## src/hw/rtl/vector_to_relative_angles_unit_defines.svh

```systemverilog
// Assertion macros for the relative angle unit.
`ifndef VECTOR_TO_RELATIVE_ANGLES_UNIT_DEFINES_SVH
`define VECTOR_TO_RELATIVE_ANGLES_UNIT_DEFINES_SVH

// Same-cycle implication, masked while reset is high.
`define V2RA_CHECK(label, pre, post) \
   label: assert property (@(posedge clock) disable iff (reset) (pre) |-> (post)) \
      else $error("v2ra check failed");

// Next-cycle implication, also checked through reset.
`define V2RA_CHECK_NEXT(label, pre, post) \
   label: assert property (@(posedge clock) (pre) |=> (post)) \
      else $error("v2ra next-cycle check failed");

`endif

```

## src/hw/rtl/v2ra_pkg.sv

```systemverilog
// Shared widths, constants, types and functions of the relative angle unit.
`default_nettype none
package v2ra_pkg;

   localparam int POS_W      = 24;
   localparam int DIFF_W     = 25;
   localparam int SQ_W       = 50;
   localparam int SQ_SHIFT   = 14;
   localparam int RAD_W      = SQ_W + SQ_SHIFT;
   localparam int ROOT_W     = RAD_W / 2;
   localparam int REM_W      = ROOT_W + 3;
   localparam int FRAC_SHIFT = 7;
   localparam int CIN_W      = 34;
   localparam int CD_W       = 60;
   localparam int MAG_W      = 56;
   localparam int NORM_BIT   = 54;
   localparam int NNORM      = 6;
   localparam int ACC_W      = 27;
   localparam int ROUND_SHIFT = 9;
   localparam int RND_W      = ACC_W - ROUND_SHIFT;
   localparam int ANG_W      = 20;
   localparam int VIEW_W     = 17;
   localparam int OUT_W      = 16;
   localparam int TABLE_LEN  = 24;
   localparam int CORDIC_STAGES_DEF = 16;

   localparam int CFG_IDX_W  = 3;
   localparam int CFG_DATA_W = 24;
   localparam logic [CFG_IDX_W-1:0] CFG_EYE_X      = 3'd0;
   localparam logic [CFG_IDX_W-1:0] CFG_EYE_Y      = 3'd1;
   localparam logic [CFG_IDX_W-1:0] CFG_EYE_Z      = 3'd2;
   localparam logic [CFG_IDX_W-1:0] CFG_VIEW_PITCH = 3'd3;
   localparam logic [CFG_IDX_W-1:0] CFG_VIEW_YAW   = 3'd4;

   localparam logic signed [ANG_W-1:0] FULL_TURN     = 20'sd46080;
   localparam logic signed [ANG_W-1:0] HALF_TURN     = 20'sd23040;
   localparam logic signed [ANG_W-1:0] QUARTER       = 20'sd11520;
   localparam logic signed [ANG_W-1:0] THREE_QUARTER = 20'sd34560;
   localparam logic signed [ACC_W-1:0] ACC_HALF_TURN = 27'sd11796480;
   localparam logic signed [ACC_W-1:0] ROUND_HALF    = 27'sd256;

   typedef struct packed {
      logic signed [DIFF_W-1:0] dx;
      logic signed [DIFF_W-1:0] dy;
      logic signed [DIFF_W-1:0] dz;
      logic                     dx_zero;
      logic                     dy_pos;
      logic                     dxy_zero;
      logic                     dz_pos;
   } v2ra_side_type;

   // atan(2^-i) in 2^-16 degree
   function automatic logic signed [ACC_W-1:0] atan_entry(input int idx);
      logic signed [ACC_W-1:0] v;
      case (idx)
         0:  v = 27'sd2949120;
         1:  v = 27'sd1740967;
         2:  v = 27'sd919879;
         3:  v = 27'sd466945;
         4:  v = 27'sd234379;
         5:  v = 27'sd117304;
         6:  v = 27'sd58666;
         7:  v = 27'sd29335;
         8:  v = 27'sd14668;
         9:  v = 27'sd7334;
         10: v = 27'sd3667;
         11: v = 27'sd1833;
         12: v = 27'sd917;
         13: v = 27'sd458;
         14: v = 27'sd229;
         15: v = 27'sd115;
         16: v = 27'sd57;
         17: v = 27'sd29;
         18: v = 27'sd14;
         19: v = 27'sd7;
         20: v = 27'sd4;
         21: v = 27'sd2;
         22: v = 27'sd1;
         default: v = '0;
      endcase
      return v;
   endfunction

   // one conditional full-turn step into [-180, 180]
   function automatic logic signed [ANG_W-1:0] fold(input logic signed [ANG_W-1:0] a);
      logic signed [ANG_W-1:0] r;
      if (a > HALF_TURN) begin
         r = a - FULL_TURN;
      end else if (a < -HALF_TURN) begin
         r = a + FULL_TURN;
      end else begin
         r = a;
      end
      return r;
   endfunction

endpackage
`default_nettype wire

```

## src/hw/rtl/v2ra_isqrt.sv

```systemverilog
// Pipelined integer square root, one root bit per stage.
`default_nettype none
module v2ra_isqrt import v2ra_pkg::*; #(
   parameter int SIDE_W = 1
) (
   input  wire logic              clock,
   input  wire logic              reset,
   input  wire logic              en,
   input  wire logic              in_vld,
   input  wire logic [RAD_W-1:0]  in_rad,
   input  wire logic [SIDE_W-1:0] in_side,
   output logic                   out_vld,
   output logic [ROOT_W-1:0]      out_root,
   output logic [SIDE_W-1:0]      out_side
);

   localparam int NST = ROOT_W;

   logic [NST-1:0]    vld_src, vld_ff;
   logic [RAD_W-1:0]  rad_src [NST];
   logic [RAD_W-1:0]  rad_in  [NST-1];
   logic [RAD_W-1:0]  rad_ff  [NST-1];
   logic [REM_W-1:0]  rem_src [NST];
   logic [REM_W-1:0]  rem_in  [NST-1];
   logic [REM_W-1:0]  rem_ff  [NST-1];
   logic [ROOT_W-1:0] root_src [NST];
   logic [ROOT_W-1:0] root_in  [NST];
   logic [ROOT_W-1:0] root_ff  [NST];
   logic [SIDE_W-1:0] side_src [NST];
   logic [SIDE_W-1:0] side_ff  [NST];
   logic [REM_W-1:0]  trial [NST];
   logic [REM_W-1:0]  test  [NST];
   logic [NST-1:0]    ge;

   always_comb begin
      rad_src[0]  = in_rad;
      rem_src[0]  = '0;
      root_src[0] = '0;
      side_src[0] = in_side;
      vld_src[0]  = in_vld;
      for (int k = 1; k < NST; k++) begin
         rad_src[k]  = rad_ff[k-1];
         rem_src[k]  = rem_ff[k-1];
         root_src[k] = root_ff[k-1];
         side_src[k] = side_ff[k-1];
         vld_src[k]  = vld_ff[k-1];
      end
      for (int k = 0; k < NST; k++) begin
         trial[k]   = {rem_src[k][REM_W-3:0], rad_src[k][RAD_W-1 -: 2]};
         test[k]    = {{(REM_W-ROOT_W-2){1'b0}}, root_src[k], 2'b01};
         ge[k]      = (trial[k] >= test[k]);
         root_in[k] = {root_src[k][ROOT_W-2:0], ge[k]};
      end
      for (int k = 0; k < NST - 1; k++) begin
         rem_in[k] = ge[k] ? (trial[k] - test[k]) : trial[k];
         rad_in[k] = {rad_src[k][RAD_W-3:0], 2'b00};
      end
   end

   always_ff @(posedge clock) begin
      if (reset) begin
         vld_ff <= '0;
      end else if (en) begin
         vld_ff <= vld_src;
      end
   end

   always_ff @(posedge clock) begin
      if (en) begin
         for (int k = 0; k < NST; k++) begin
            root_ff[k] <= root_in[k];
            side_ff[k] <= side_src[k];
         end
         for (int k = 0; k < NST - 1; k++) begin
            rem_ff[k] <= rem_in[k];
            rad_ff[k] <= rad_in[k];
         end
      end
   end

   assign out_vld  = vld_ff[NST-1];
   assign out_root = root_ff[NST-1];
   assign out_side = side_ff[NST-1];

endmodule
`default_nettype wire

```

## config.mk

```make
export PLATFORM = sky130hd
export DESIGN_NAME = v2ra_isqrt
export DESIGN_NICKNAME = d
export VERILOG_FILES = /design/src/hw/rtl/vector_to_relative_angles_unit_defines.svh /design/src/hw/rtl/v2ra_pkg.sv /design/src/hw/rtl/v2ra_isqrt.sv
export SDC_FILE = /design/constraint.sdc
export NUM_CORES = 2
export LEC_CHECK = 0
export BUFFER_PORTS_ARGS = -buffer_cell sky130_fd_sc_hd__buf_2
export CORE_AREA = 3 3 568 429
export CTS_BUF_LIST = sky130_fd_sc_hd__clkbuf_16
export DETAILED_ROUTE_END_ITERATION = 6
export DIE_AREA = 0 0 571 432
export PLACE_DENSITY = 0.75
export RECOVER_POWER = 50
export SLEW_MARGIN = 20
export SYNTH_ARGS = -nofsm -noshare
export SYNTH_HDL_FRONTEND = slang
export SYNTH_MEMORY_MAX_BITS = 65536
export SYNTH_SLANG_ARGS = --single-unit
```

## constraint.sdc

```tcl
create_clock -name clock -period 5.9 [get_ports clock]
set_clock_uncertainty 0.15 [all_clocks]
set_input_delay 1.18 -clock clock [delete_from_list [all_inputs] [get_ports clock]]
set_output_delay 1.18 -clock clock [all_outputs]
set_load 0.01 [all_outputs]
```

==> results.py <==
metrics = {
    "cells_and_area": {
        "fin_nets": 10124,
        "fillers": 19145,
        "syn_to_final_growth_pct": 10.4,
        "drive_gt1_frac": 0.0715,
        "ff_latch_area_um2": 76500,
        "multiInputGateArea_um2": 39000,
    },
    "timing": {
        "setup-violations-final": 0,
        "finalHoldViolCount": 0,
        "rsz0062_at_grt": "no",
        "fin_crit_ps": 4990,
        "worstMarginPinSlew_ps": 3620,
        "min_period_over_period": 0.846,
        "fin_tns_setup_ps": 0,
        "fmax_ghz": 0.200,
        "slew_violations": 199,
        "relSlewSlack": -1.41,
    },
    "setup_path": {
        "reg2regPathDepth": 11,
        "cp_slowest_cell": "clkbuf_2",
        "cp.depth": 2,
        "worstSetupPathType": "primary input to flop",
        "cp_data_arrival_time_ps": 5290,
        "slowest_delay_ps": 2430,
        "reg2reg_from": "root_ff[1][64]",
        "crit_required_ps": 6200,
        "timing.critical_path.to": "rem_ff[1][82]",
        "r2r-end": "rem_ff[1][133]",
        "cp-startpoint": "en",
        "crit_family": "buffers and inverters",
        "worstPathMaxFanout": 102,
        "cp-end-kind": "flop",
        "crit_chain": "clkbuf_2, clkbuf_1",
        "cp-start-kind": "primary input",
        "r2r_slack_ps": 1370,
        "cp_num_buf_inv": 2,
    },
    "global_routing": {
        "grt.overflow.total": 0,
        "first_global_vias": 69861,
        "gr-max-usage-layer": "met2",
        "use_met2": 0.308,
        "gr-usage-met3": 0.0295,
        "grt_usage": 0.200,
        "grt_pass1_wl_mm": 392,
        "grt_max_degree": 152,
        "antenna_found_initial": 6,
        "met1_usage": 0.299,
    },
    "synth": {
        "synth.avg_cell_area_um2": 12.8,
        "synth-edff-count": 2526,
        "synth.distinct_cells": 89,
        "ys_seq_area_frac": 0.642,
        "synth_async_sr_flop_share": 0,
        "yosysWarnings": 0,
        "synth_ff_type": "edfxtp_1",
        "synth_cells": 9290,
        "synth-seq-cells": 2558,
        "syn_nets": 9920,
        "synthesis.area_um2": 119000,
    },
    "clock_network": {
        "cts_setup_buffers": 0,
        "cts_buffer_depth": 4,
        "cts_hold_buf": 0,
        "cts_sinks": 2558,
        "cts.clk_slew.worst_paths_ps": 60,
        "clk_latency_ps": 910,
        "cts_made_buffers": 248,
        "cts_resized": 0,
        "clock_tree.root_cell": "clkbuf_16",
        "tritoncts": "built",
        "cts_htree_levels": 4,
    },
    "job": {
        "maxCapViolations": 4,
    },
    "power": {
        "p_leak_nw": 50.3,
        "sw_frac_of_total": 0.287,
        "power_w": 0.0514,
        "p_int_w": 0.0366,
        "pwr-share-seq": 0.476,
        "clock_power_share": 0.313,
        "switching_power_w": 0.0148,
        "ir_drop_v": 0.000304,
        "power.density_nw_per_um2": 390,
        "power_frac_comb": 0.212,
    },
    "run_status": {
        "status": "complete, but fails checks",
        "violations": "max-capacitance violations, max-slew violations",
    },
    "floorplanning": {
        "fp.dieW_um": 571,
        "start_util": 0.501,
        "die_h_um": 432,
        "coreArea_um2": 238000,
        "pin_count": 103,
        "die-area_um2": 247000,
        "rows": 155,
    },
    "placed_design": {
        "dp_hpwl_mm": 177,
        "portBuffers": 102,
        "gp_congestion": 0.916,
    },
    "route": {
        "avgViaCountPerCell": 5.63,
        "postRouteAntennaNets": 0,
        "routedWlPerCell_um": 19.6,
        "drt_iter0_markers": 6570,
        "vias": 72333,
        "dr.pass1.iters": 7,
        "remaining_drc_errors": 0,
        "routed_wl_mm": 251,
    },
    "min_path": {
        "holdCritPathClass": "flop to flop",
    },
}
-- cell families (layout without fill, tap and decap cells) --
kind of cell,Yosys count,in the layout,share of synthesized area
buf+inv,949,1357,0.0310
mux,120,120,0.0109
fa+ha+maj,561,561,0.0589
simple gates,2427,2427,0.100
flops,2558,2558,0.642
xor+xnor,806,806,0.0593
other cells,1,2,0.0000315
compound gates,1868,1868,0.0972
-- layout make-up --
type / count / share of cell area
clock buffer: 250 / 0.0476
clock inverter: 204 / 0.0149
multi-input combinational: 5783 / 0.297
tap: 3140 / 0.0299
timing repair buffer: 177 / 0.00888
sequential: 2558 / 0.581
inverter: 726 / 0.0207
antenna: 1 / 0.0000190
-- worst min-delay path by stage --
stage                              start              to  slack [ps]  cells after the start
after CTS                     in_rad[23]   rad_ff[0][23]         210                      1
final                     rad_ff[0][802]  rad_ff[0][866]         220                      0
after global routing      rad_ff[0][323]  rad_ff[0][387]         230                      0
after global placement    rad_ff[0][642]  rad_ff[0][706]         250                      0
after detailed placement   rad_ff[0][37]  rad_ff[0][101]         250                      0
after floorplan            rad_ff[0][36]  rad_ff[0][100]         250                      0
-- cells in the final DEF, fill, tap and decap left out, types with 32 or more instances in the layout --
master     Yosys  layout
clkbuf_16      0     250
nand3_1      169     168
buf_4         32      33
nor3_1       231     231
inv_1        722     762
and3_1        62      62
o21bai_1      58      58
a21o_1       239     239
nor2b_1       86      86
edfxtp_1    2526    2526
mux2i_1       39      39
nand4_1       98      98
clkinv_2       0      48
ha_1         561     561
mux2_2        81      81
nand2b_1      90      90
a31oi_1       57      56
or3_1         78      78
o21ai_0      446     445
o31ai_1       53      53
or4_1         65      65
nor2_1       649     648
xnor2_1      417     417
o21a_1       103     103
a21oi_1      619     615
xor2_1       389     389
a211oi_1      45      44
nor4_1       112     112
and2_1        40      39
or2_2         43      43
buf_2          5      92
nand2_1      587     587
clkinv_1       2      49
dfxtp_1       32      32
bufinv_16      0      36
-- Yosys cell counts (all sizes together), types with 30 or more instances --
cell type / count / area, µm²
buf: 46 / 307
dfxtp: 32 / 641
nor2: 649 / 2440
or4: 68 / 522
nand3: 169 / 846
nor3: 231 / 1160
edfxtp: 2526 / 75900
nor4: 113 / 722
a31oi: 57 / 357
clkbuf: 177 / 664
or3: 81 / 518
xnor2: 417 / 3650
and3: 62 / 388
nand2b: 90 / 563
o21a: 103 / 773
a21oi: 619 / 3100
o21bai: 58 / 435
mux2i: 39 / 390
and2: 42 / 263
a211oi: 45 / 338
ha: 561 / 7020
o21ai: 446 / 2230
a21o: 239 / 1790
xor2: 389 / 3410
nand4: 98 / 613
nor2b: 86 / 538
o211ai: 30 / 225
nand2: 588 / 2210
o31ai: 53 / 398
or2: 44 / 275
mux2: 81 / 912
inv: 724 / 2720
-- per-stage QoR --
stage               std cells  instance area [µm²]  hold slack (ps)  utilization  setup WS [ps]
floorplan                9290               119000              250            -           2150
global placement        12383               123000              250        0.519           1440
detailed placement      12383               123000              255        0.519           1390
CTS                     12837               132000              207        0.553           1370
global route            12838               132000              227        0.553            551
finish                  12839               132000              225        0.553            911
-- routing by layer --
layer | vias up | part of all wire
met5 | - | 0
met2 | 1946 | 0.45
met1 | 35295 | 0.47
met3 | 367 | 0.057
li1 | 34725 | -
met4 | 0 | 0.022
-- power by group through the flow --
stage / logic, W / registers (W) / clock network [W]
after floorplan: 0.00792 / 0.0240 / 0
after global placement: 0.0104 / 0.0248 / 0
after detailed placement: 0.0106 / 0.0248 / 0
after CTS: 0.0107 / 0.0244 / 0.0165
after global routing: 0.0120 / 0.0247 / 0.0172
final: 0.0109 / 0.0244 / 0.0161
-- flip-flops by register name, summed over array words and instances (netlist names) --
name	cells
rad_ff	992
vld_ff	32
rem_ff	974
root_ff	528
side_ff	32
(Power assumes the default switching activity.)
